==> src/rtl/core/oipo_pkg.sv <==
// Optical ID pattern overlay: shared types and constants.
// Used by the top level and oipo_probe_map; depends on nothing.
package oipo_pkg;

	localparam int unsigned COORD_W = 12;
	localparam int unsigned GEO_W = 14;

	localparam logic [7:0] PKT_HEAD = 8'hA5;
	localparam logic [7:0] PKT_TAIL = 8'hD5;
	localparam logic [7:0] ROW_MARGIN = 8'd20;

	localparam logic [COORD_W-1:0] WIDTH_RESET = 12'd640;
	localparam logic [COORD_W-1:0] HEIGHT_RESET = 12'd448;

	localparam logic REG_WIDTH = 1'b0;
	localparam logic REG_HEIGHT = 1'b1;

	localparam logic KIND_LOAD = 1'b0;
	localparam logic KIND_PROBE = 1'b1;

	localparam logic [1:0] COLOR_NONE = 2'd0;
	localparam logic [1:0] COLOR_MAGENTA = 2'd1;
	localparam logic [1:0] COLOR_CYAN = 2'd2;
	localparam logic [1:0] COLOR_YELLOW = 2'd3;

	typedef struct packed {
		logic kind;
		logic [7:0] id_char;
		logic first_char;
		logic [COORD_W-1:0] pixel_x;
		logic [COORD_W-1:0] pixel_y;
	} cmd_t;

	typedef struct packed {
		logic covered;
		logic [1:0] color_code;
		logic char_dropped;
	} result_t;

	typedef struct packed {
		logic covered;
		logic marker;
		logic use_mem;
		logic [7:0] fix_byte;
		logic [2:0] bit_idx;
	} probe_t;

endpackage

==> src/rtl/core/optical_id_pattern_overlay_unit.sv <==
// Optical ID pattern overlay unit: top level with command, result and config ports.
// Depends on oipo_pkg, oipo_id_store and oipo_probe_map.
//
// One command is taken every clock cycle (busy never rises); its result shows on
// result with done high for one cycle, in command order. The depth comes from the
// input register, the registered read of the ID character memory, and the result
// register. A load is visible to a probe that starts in the very next cycle. The
// receiver cannot stall: a result not taken in its done cycle can be overwritten
// by the next one. Write screen_width/screen_height only while idle.
module optical_id_pattern_overlay_unit #(
	parameter int unsigned MAX_ID_CHARS = 11
) (
	input  logic                         clk,
	input  logic                         arst_n,
	input  logic                         start,
	output logic                         busy,
	input  oipo_pkg::cmd_t               cmd,
	output logic                         done,
	output oipo_pkg::result_t            result,
	input  logic                         cfg_we,
	input  logic                         cfg_idx,
	input  logic [oipo_pkg::COORD_W-1:0] cfg_data
);

	localparam int unsigned LEN_W = $clog2(MAX_ID_CHARS + 1);
	localparam int unsigned PL_W = $clog2(MAX_ID_CHARS + 8);
	localparam int unsigned AW = (MAX_ID_CHARS > 1) ? $clog2(MAX_ID_CHARS) : 1;

	logic [oipo_pkg::COORD_W-1:0] width_q, height_q;
	logic valid_s1, valid_s2, done_q;
	oipo_pkg::cmd_t cmd_s1;
	oipo_pkg::probe_t probe, probe_s2;
	oipo_pkg::result_t result_q;
	logic is_probe_s2, dropped, dropped_s2, load;
	logic [LEN_W-1:0] len;
	logic [7:0] sum, rd_data_s2, pkt_byte;
	logic [AW-1:0] rd_addr;
	logic [1:0] color;

	assign busy = 1'b0;

	always_ff @(posedge clk or negedge arst_n) begin
		if (!arst_n) begin
			width_q <= oipo_pkg::WIDTH_RESET;
			height_q <= oipo_pkg::HEIGHT_RESET;
		end else if (cfg_we) begin
			case (cfg_idx)
				oipo_pkg::REG_WIDTH: width_q <= cfg_data;
				oipo_pkg::REG_HEIGHT: height_q <= cfg_data;
				default: width_q <= width_q;
			endcase
		end
	end

	always_ff @(posedge clk or negedge arst_n) begin
		if (!arst_n) begin
			valid_s1 <= 1'b0;
			valid_s2 <= 1'b0;
			done_q <= 1'b0;
		end else begin
			valid_s1 <= start && !busy;
			valid_s2 <= valid_s1;
			done_q <= valid_s2;
		end
	end

	always_ff @(posedge clk) begin
		if (start && !busy) begin
			cmd_s1 <= cmd;
		end
	end

	assign load = valid_s1 && (cmd_s1.kind == oipo_pkg::KIND_LOAD);

	oipo_id_store #(
		.MAX_ID_CHARS(MAX_ID_CHARS),
		.LEN_W(LEN_W),
		.AW(AW)
	) u_store (
		.clk(clk),
		.arst_n(arst_n),
		.load(load),
		.id_char(cmd_s1.id_char),
		.first_char(cmd_s1.first_char),
		.rd_addr(rd_addr),
		.len(len),
		.sum(sum),
		.dropped(dropped),
		.rd_data_s2(rd_data_s2)
	);

	oipo_probe_map #(
		.LEN_W(LEN_W),
		.PL_W(PL_W),
		.AW(AW)
	) u_map (
		.screen_width(width_q),
		.screen_height(height_q),
		.pixel_x(cmd_s1.pixel_x),
		.pixel_y(cmd_s1.pixel_y),
		.len(len),
		.sum(sum),
		.probe(probe),
		.rd_addr(rd_addr)
	);

	always_ff @(posedge clk) begin
		probe_s2 <= probe;
		is_probe_s2 <= (cmd_s1.kind == oipo_pkg::KIND_PROBE);
		dropped_s2 <= dropped;
	end

	always_comb begin
		pkt_byte = probe_s2.use_mem ? rd_data_s2 : probe_s2.fix_byte;
		if (!is_probe_s2 || !probe_s2.covered) begin
			color = oipo_pkg::COLOR_NONE;
		end else if (probe_s2.marker) begin
			color = oipo_pkg::COLOR_MAGENTA;
		end else if (pkt_byte[probe_s2.bit_idx]) begin
			color = oipo_pkg::COLOR_CYAN;
		end else begin
			color = oipo_pkg::COLOR_YELLOW;
		end
	end

	always_ff @(posedge clk) begin
		if (valid_s2) begin
			result_q.covered <= is_probe_s2 && probe_s2.covered;
			result_q.color_code <= color;
			result_q.char_dropped <= !is_probe_s2 && dropped_s2;
		end
	end

	assign done = done_q;
	assign result = result_q;

endmodule

==> src/rtl/core/oipo_id_store.sv <==
// ID storage: character memory, length, end flag and byte sum.
// Applies load transfers and serves one registered read for the probe path.
// Depends on no other file.
module oipo_id_store #(
	parameter int unsigned MAX_ID_CHARS = 11,
	parameter int unsigned LEN_W = 4,
	parameter int unsigned AW = 4
) (
	input  logic             clk,
	input  logic             arst_n,
	input  logic             load,
	input  logic [7:0]       id_char,
	input  logic             first_char,
	input  logic [AW-1:0]    rd_addr,
	output logic [LEN_W-1:0] len,
	output logic [7:0]       sum,
	output logic             dropped,
	output logic [7:0]       rd_data_s2
);

	logic [7:0] mem [MAX_ID_CHARS];
	logic [LEN_W-1:0] len_q, len_eff, len_d;
	logic [7:0] sum_q, sum_eff, sum_d;
	logic ended_q, ended_eff, ended_d;
	logic wr_en;

	always_comb begin
		len_eff = first_char ? '0 : len_q;
		sum_eff = first_char ? 8'h00 : sum_q;
		ended_eff = first_char ? 1'b0 : ended_q;
		len_d = len_eff;
		sum_d = sum_eff;
		ended_d = ended_eff;
		dropped = 1'b0;
		wr_en = 1'b0;
		if (ended_eff) begin
			dropped = 1'b1;
		end else if (id_char == 8'h00) begin
			ended_d = 1'b1;
		end else if (len_eff >= LEN_W'(MAX_ID_CHARS)) begin
			dropped = 1'b1;
			ended_d = 1'b1;
		end else begin
			wr_en = 1'b1;
			len_d = LEN_W'(len_eff + LEN_W'(1));
			sum_d = 8'(sum_eff + id_char);
		end
	end

	always_ff @(posedge clk or negedge arst_n) begin
		if (!arst_n) begin
			len_q <= '0;
			sum_q <= 8'h00;
			ended_q <= 1'b0;
		end else if (load) begin
			len_q <= len_d;
			sum_q <= sum_d;
			ended_q <= ended_d;
		end
	end

	always_ff @(posedge clk) begin
		if (load && wr_en) begin
			mem[AW'(len_eff)] <= id_char;
		end
		rd_data_s2 <= mem[rd_addr];
	end

	assign len = len_q;
	assign sum = sum_q;

endmodule

==> src/rtl/core/oipo_probe_map.sv <==
// Probe geometry: pattern placement, hit test and packet byte selection.
// Combinational; depends on oipo_pkg.
module oipo_probe_map #(
	parameter int unsigned LEN_W = 4,
	parameter int unsigned PL_W = 5,
	parameter int unsigned AW = 4
) (
	input  logic [oipo_pkg::COORD_W-1:0] screen_width,
	input  logic [oipo_pkg::COORD_W-1:0] screen_height,
	input  logic [oipo_pkg::COORD_W-1:0] pixel_x,
	input  logic [oipo_pkg::COORD_W-1:0] pixel_y,
	input  logic [LEN_W-1:0]             len,
	input  logic [7:0]                   sum,
	output oipo_pkg::probe_t             probe,
	output logic [AW-1:0]                rd_addr
);

	localparam int unsigned GW = oipo_pkg::GEO_W;

	logic [PL_W-1:0] plen, n_pl, byte_i;
	logic [PL_W+3:0] span;
	logic signed [GW-1:0] xs, ys, dx, dy;
	logic [7:0] chk_sum, chk;
	logic in_x, in_y;

	always_comb begin
		n_pl = PL_W'(len);
		plen = PL_W'(n_pl + PL_W'(7));
		span = {plen, 4'b0000};
		xs = GW'(screen_width[oipo_pkg::COORD_W-1:1]) - (GW'(plen) << 3);
		ys = GW'(screen_height) - (GW'(screen_height[oipo_pkg::COORD_W-1:3]) << 1)
			- GW'(oipo_pkg::ROW_MARGIN);
		dx = GW'(pixel_x) - xs;
		dy = GW'(pixel_y) - ys;
		in_x = !dx[GW-1] && (dx[GW-2:0] < (GW-1)'(span));
		in_y = (dy == GW'(0)) || (dy == GW'(1));
		byte_i = dx[PL_W+3:4];
		chk_sum = 8'(8'(len) + sum + oipo_pkg::PKT_TAIL);
		chk = 8'(8'h00 - chk_sum);

		probe.covered = (len != '0) && in_x && in_y;
		probe.marker = ~dx[0];
		probe.bit_idx = ~dx[3:1];
		probe.use_mem = 1'b0;
		if (byte_i == PL_W'(0)) begin
			probe.fix_byte = oipo_pkg::PKT_HEAD;
		end else if (byte_i == PL_W'(1)) begin
			probe.fix_byte = 8'h00;
		end else if (byte_i == PL_W'(2)) begin
			probe.fix_byte = chk;
		end else if (byte_i == PL_W'(3)) begin
			probe.fix_byte = 8'(len);
		end else if (byte_i < PL_W'(n_pl + PL_W'(4))) begin
			probe.fix_byte = 8'h00;
			probe.use_mem = 1'b1;
		end else if (byte_i == PL_W'(n_pl + PL_W'(5))) begin
			probe.fix_byte = oipo_pkg::PKT_TAIL;
		end else begin
			probe.fix_byte = 8'h00;
		end
		rd_addr = AW'(byte_i - PL_W'(4));
	end

endmodule
==> config.mk <==
export PLATFORM = sky130hd
export DESIGN_NAME = optical_id_pattern_overlay_unit
export DESIGN_NICKNAME = d
export VERILOG_FILES = /design/src/rtl/core/oipo_pkg.sv /design/src/rtl/core/optical_id_pattern_overlay_unit.sv /design/src/rtl/core/oipo_id_store.sv /design/src/rtl/core/oipo_probe_map.sv
export SDC_FILE = /design/constraint.sdc
export NUM_CORES = 1
export LEC_CHECK = 0
export ABC_CLOCK_PERIOD_IN_PS = 8850
export BUFFER_PORTS_ARGS = -buffer_cell sky130_fd_sc_hd__buf_2
export CAP_MARGIN = 5
export CORE_MARGIN = 8
export CORE_UTILIZATION = 45
export CTS_CLUSTER_SIZE = 8
export DETAILED_ROUTE_END_ITERATION = 8
export PLACE_DENSITY = 0.72
export SLEW_MARGIN = 20
export SYNTH_ARGS = -nofsm -noshare
export SYNTH_HDL_FRONTEND = slang
export SYNTH_HIERARCHICAL = 1
export SYNTH_SLANG_ARGS = --single-unit
==> constraint.sdc <==
create_clock -name clk -period 8.85 [get_ports clk]
set_input_delay 1.77 -clock clk [delete_from_list [all_inputs] [get_ports clk]]
set_output_delay 1.77 -clock clk [all_outputs]
set_load 0.005 [all_outputs]
==> results of run 1 <==
[sequential cells by signal, summed over array words and instances, names as in the netlist, 4 cells and up]
signal              cells
u_store/mem            88
u_store/rd_data_s2      8
probe_s2               14
u_store/len             4
cmd_s1                 34
u_store/sum             8
width_q                11
result                  4
height_q               12
[power by group]
part	switching [mW]	internal [mW]	total [mW]	leakage, nW
Combinational	1.29	1.25	2.54	2.53
Clock	0.350	0.430	0.780	0.293
Sequential	0.0834	1.06	1.14	1.83
Total	1.72	2.74	4.46	4.66
[worst max-delay path: stages, from the launching register on]
cell and delay (ps):
dfrtp_1 560, inv_1 180, ha_1 400, ha_1 280, nor2b_1 130, o21ai_0 150, nand2b_1 110, xor2_1 170
ha_1 210, a2111o_1 440, o21bai_1 210, a31oi_1 270, xnor2_1 230, ha_1 260, nor2_1 100, nand3_1 70
nand4b_1 170, nor4_1 310, o2111a_1 240, o2111ai_1 130, a2111oi_2 210
[final timing paths]
kind / from / endpoint / slack, ps / cells after the start
max: u_store/len[0] / probe_s2[13] / 3910 / 20
min: valid_s1 / valid_s2 / 380 / 0
max reg2reg: u_store/len[0] / probe_s2[13] / 3910 / 20
min reg2reg: valid_s1 / valid_s2 / 380 / 0
max in group asynchronous: arst_n / u_store/sum[4] / 7120 / 1
min in group asynchronous: arst_n / done / 1340 / 1
[metrics by stage]
stage / power, mW / std cells / hold WS, ps
floorplan: 3.21 / 816 / 347
global placement: 3.63 / 1138 / 352
detailed placement: 3.69 / 1138 / 366
CTS: 4.49 / 1170 / 379
global route: 4.78 / 1170 / 389
finish: 4.46 / 1170 / 376
[layout by cell type, fill, tap and decap left out, types with 23 or more instances in the layout]
cell / instances
o21ai_0: 34
dfxtp_1: 24
a21oi_1: 35
nor2b_1: 24
nor2_1: 23
xnor2_1: 27
inv_1: 75
nand2_1: 58
buf_2: 54
edfxtp_1: 126
ha_1: 86
dfrtp_1: 34
[per-layer routing]
layer	vias up	share of wire, %
met5	-	0
met4	0	1.3
met3	22	3.9
met2	154	46
met1	3191	49
li1	3124	-
[area by class of cell]
| cell class | count | share of cell area (%) |
|---|---|---|
| clock inverter | 13 | 1.54 |
| sequential | 189 | 46.2 |
| clock buffer | 19 | 3.82 |
| inverter | 75 | 2.48 |
| timing repair buffer | 57 | 2.58 |
| multi-input combinational | 532 | 40.2 |
| tap | 285 | 3.14 |
==> key figures, run 1 <==
Outcome
  – Status: complete, no violations

Cells and area
  – Final Util: 50.6%
  – FILL cells: 1943
  – Final net count: 1015
  – Multi-input gate area: 0.00456 mm²
  – Final instance area: 0.0113 mm²
  – Antenna Cells: 0
  – Share of layout cells above drive strength 1: 15.6%
  – Area Growth Syn to Fin: 11.3%
  – FF/Latch Area: 0.00525 mm²

GRT
  – Largest net degree at the start of global routing: 40
  – M3 GR Usage: 2.93%
  – Gr busiest metal: met2
  – Met2 GRT Util: 24.5%
  – Global route total overflow: 0
  – Initial antenna violation count: 0
  – Met1 Use GR: 21.3%
  – Vias in the first global route: 6512
  – GRT Total Usage: 15.5%
  – First-pass GRT wire length: 34100 µm

Power
  – Lkg Pwr: 4.66 nW
  – Pwr/cell area: 393 mW/mm²
  – Peak VDD IR: 0.193 mV

Placed design
  – Final estimated routing congestion in global placement: 0.851
  – Dpl cell area: 0.0107 mm²
  – Worst slack at placement: 3980 ps
  – DP Wirelength: 15400 µm
  – Number of buffers added on ports: 55

Critical path
  – Setup crit end kind: flip-flop
  – CP Max Fanout: 10
  – Setup crit start kind: flip-flop
  – Setup CP Type: reg2reg
  – CP Data Arrival Time: 5270 ps
  – CP required: 9180 ps

Flow run
  – Max-cap violations: 0

Min path
  – Hold crit path type: reg2reg

Clock tree
  – H-tree Lvls: 4
  – Postcts setup bufs: 0
  – Clock Tree Buf Depth: 2
  – CTS buffer count: 17
  – CTS tree: built
  – CTS resizes: 0
  – Clock Sinks: 189
  – Clock slew at reported path FFs: 70 ps
  – Worst skew pair latency: 430 ps
  – # hold bufs at CTS: 0
  – Root Driver: clkbuf_16

STA
  – Max_slew headroom: 38.5%
  – Setup Total Neg Slack: 0 ps
  – Worst Tran Pin Value: 921 ps
  – Final period utilization: 55.9%
  – Clock skew: 9.86 ps
  – Post-layout min period: 4940 ps
  – Unrepaired setup endpoints after global routing: false
  – Final Hold Viols: 0
  – Final setup fails: 0
  – Max-slew violations: 0
  – Worst setup margin: 3910 ps
  – Fmax: 202 MHz

Drt
  – Vias per inst: 5.55
  – Drt wl/cell: 18.1 µm
  – First DRT Iteration DRCs: 487
  – Vias: 6491
  – Drt first pass iters: 5
  – Antenna viol nets, final: 0
  – DRC viols: 0
  – Aggregate routed wire length: 21100 µm

Floorplanning
  – Die X: 167 µm
  – Rows: 55
  – CORE AREA: 0.0224 mm²
  – I/O pins: 57
  – Die Y: 167 µm
  – Initial core utilization: 45.4%
  – Die ar.: 0.0277 mm²

Synthesis
  – Syn_nets: 959
  – Syn. warnings: 6
  – Post-Syn Area per Cell: 12.5 µm²
  – Post-Synthesis Cell Area: 0.0102 mm²
  – Syn Inst Count: 816
Note: power is estimated with default switching activity, not from simulation.
==> run 2, diff against run 1 <==
--- a/config.mk
+++ b/config.mk
@@ -5,14 +5,15 @@
 export SDC_FILE = /design/constraint.sdc
 export NUM_CORES = 1
 export LEC_CHECK = 0
-export ABC_CLOCK_PERIOD_IN_PS = 8850
+export ABC_AREA = 1
+export ABC_CLOCK_PERIOD_IN_PS = 4450
 export BUFFER_PORTS_ARGS = -buffer_cell sky130_fd_sc_hd__buf_2
 export CAP_MARGIN = 5
 export CORE_MARGIN = 8
 export CORE_UTILIZATION = 45
 export CTS_CLUSTER_SIZE = 8
 export DETAILED_ROUTE_END_ITERATION = 8
-export PLACE_DENSITY = 0.72
+export PLACE_DENSITY = 0.74
 export SLEW_MARGIN = 20
 export SYNTH_ARGS = -nofsm -noshare
 export SYNTH_HDL_FRONTEND = slang
==> constraint.sdc (replaced) <==
create_clock -name clk -period 4.45 [get_ports clk]
set_input_delay 0.89 -clock clk [delete_from_list [all_inputs] [get_ports clk]]
set_output_delay 0.89 -clock clk [all_outputs]
set_load 0.005 [all_outputs]
==> run 2 against run 1 <==
  * Non-clock buffer count up 16
  * Highest routed layer unchanged
  * Core utilization up 1.0 points
  * Die area up 4.9%
  * Sequential share of layout area down 2.9 points
==> key figures, run 2 <==
Drt
  – Drt wl/cell: 15.0 µm (-17%)
  – DRC viols: 0 (unchanged)
  – Vias per inst: 5.12 (-7.8%)
  – Aggregate routed wire length: 23700 µm (+12%)
  – First DRT Iteration DRCs: 699 (+44%)
  – Drt first pass iters: 5 (unchanged)
  – Vias: 8120 (+25%)
  – Antenna viol nets, final: 0 (unchanged)

Placed design
  – Dpl cells: 1554 (+37%)
  – Final estimated routing congestion in global placement: 0.914 (+7.4%)
  – Dpl cell area: 0.0114 mm² (+6.6%)
  – Number of buffers added on ports: 55 (unchanged)
  – DP Wirelength: 17500 µm (+14%)

Cells and area
  – Max reg flops: 88 (unchanged)
  – Top Registers: u_store/mem (88), cmd_s1 (34), probe_s2 (14)
  – Final instance area: 0.0121 mm² (+6.8%)
  – Commonest non-fill, non-tap cells in the layout: nand2_1, inv_1, edfxtp_1, nor2_1, o21ai_0
  – Share of layout cells above drive strength 1: 12.8% (-2.8 points)
  – Top reg by flops: u_store/mem
  – Final Util: 51.6% (+1.0 points)
  – Finished Layout Cells: 1587 (+36%)
  – Final net count: 1398 (+38%)
  – Area Growth Syn to Fin: 12.7%
  – Antenna Cells: 0 (unchanged)
  – Commonest non-fill, non-tap cell in the layout: nand2_1

STA
  – Worst Tran Pin Value: 913 ps (-8.14 ps)
  – Max-slew violations: 0 (unchanged)
  – Max_slew headroom: 39.1% (+0.67 points)
  – Unrepaired setup endpoints after global routing: false
  – Final Hold Viols: 0 (unchanged)
  – Setup Total Neg Slack: 0 ps (unchanged)
  – Clock skew: 17.3 ps (+7.43 ps)
  – Final setup fails: 0 (unchanged)
  – Fmax: 246 MHz (+22%)
  – Final period utilization: 91.2% (+35 points)
  – Post-layout min period: 4060 ps (-884 ps)

Floorplanning
  – Die X: 171 µm (+2.4%)
  – CORE AREA: 0.0235 mm² (+4.6%)
  – Rows: 56 (+1.8%)
  – Initial core utilization: 45.8% (+0.35 points)
  – Die Y: 171 µm (+2.4%)
  – I/O pins: 57 (unchanged)
  – Die ar.: 0.0291 mm² (+4.9%)

Critical path
  – Cell Chain, Critical Path: inv_2, ha_1, xnor2_2, ha_1, buf_4, xor2_1, ha_1, a21oi_2, nor2_1, nor2_2, nand3b_1, nand2_4, inv_1, ha_1, nand2_1, inv_1, o21ai_0, nand3_1, nand2_1, nor2_1, nand4_1, a21oi_1
  – CP max-delay cell: dfrtp_1
  – CP Data Arrival Time: 4420 ps (-850 ps)
  – Setup crit end kind: flip-flop
  – CP dominant cell by count: ha_1
  – Setup CP Type: reg2reg
  – CP max stage delay: 390 ps (-170 ps)
  – CP Max Fanout: 7 (-3)
  – CP required: 4810 ps (-4370 ps)
  – Setup crit start kind: flip-flop

Flow run
  – Max-cap violations: 0 (unchanged)

GRT
  – Global route total overflow: 0 (unchanged)
  – GRT Total Usage: 16.6% (+1.2 points)
  – First-pass GRT wire length: 38300 µm (+12%)
  – Vias in the first global route: 7756 (+19%)
  – Initial antenna violation count: 0 (unchanged)
  – Largest net degree at the start of global routing: 43 (+7.5%)

Outcome
  – Status: complete, no violations

Synthesis
  – Syn_nets: 1330 (+39%)
  – Syn. warnings: 6 (unchanged)
  – Post-Synthesis Cell Area: 0.0107 mm² (+5.4%)
  – Syn Inst Count: 1187 (+45%)
  – Post-Syn Area per Cell: 9.06 µm² (-28%)

Clock tree
  – Root Driver: clkbuf_16
  – Worst skew pair latency: 440 ps (about the same)
  – Clock Tree Buf Depth: 2 (unchanged)
  – Clock Sinks: 189 (unchanged)
  – CTS tree: built
  – H-tree Lvls: 4 (unchanged)
  – CTS buffer count: 17 (unchanged)
  – Clock slew at reported path FFs: 80 ps (about the same)

Min path
  – Hold crit path type: reg2reg
-- run 2: final timing paths --
path                                 from              to  slack (ps)  cells after the start
setup / recovery           u_store/len[0]     probe_s2[9]         390                     22
hold / removal                   valid_s1        valid_s2         390                      0
setup reg to reg           u_store/len[0]     probe_s2[9]         390                     22
hold reg to reg                  valid_s1        valid_s2         390                      0
max in group asynchronous          arst_n  u_store/sum[3]        3300                      1
min in group asynchronous          arst_n    height_q[11]         580                      1
-- run 2: layer usage --
metal | routed length (µm) | up-vias | global-route usage (%)
met1 | 10900 | 3755 | 22.3
met2 | 11300 | 246 | 27.5
li1 | - | 4096 | -
met4 | 331 | 0 | 4.77
met3 | 1240 | 23 | 2.51
met5 | 0 | - | 0
-- run 2: worst max-delay path: cells and delay by family, from the launching register on --
kind / cells / cell delay [ps]
AOI/OAI and AO/OA: 3 / 550
buffers and inverters: 4 / 420
xor gates and xnor gates: 2 / 350
DFF: 1 / 390
adders and majority gates: 4 / 1260
and+or+nand+nor: 9 / 1020
-- run 2: final cells by class --
type,instances,area (µm²)
fillers,2068,11400
multi-input cells,795,4730
well taps,319,399
flip-flops and latches,189,5250
repair buffers,73,423
clock buffers,17,425
inverters,179,687
clock inverters,15,203
-- run 2: what timing repair did --
action	CTS	global route
endpoints found under the setup margin	0	6
endpoints found under the hold margin	0	0
setup buffers	0	1
hold buffers	0	0
gates resized for setup	0	7
-- run 2: metrics by stage --
stage,worst slack [ps],hold WS (ps)
after CTS,257,387
final,390,388
after floorplan,555,349
after detailed placement,293,363
after global placement,417,359
after global routing,16.0,408
Power of run 2 is left out: the tool's default activity adds up to more than one toggle a clock period on the data nets, which glitch-free logic cannot reach.
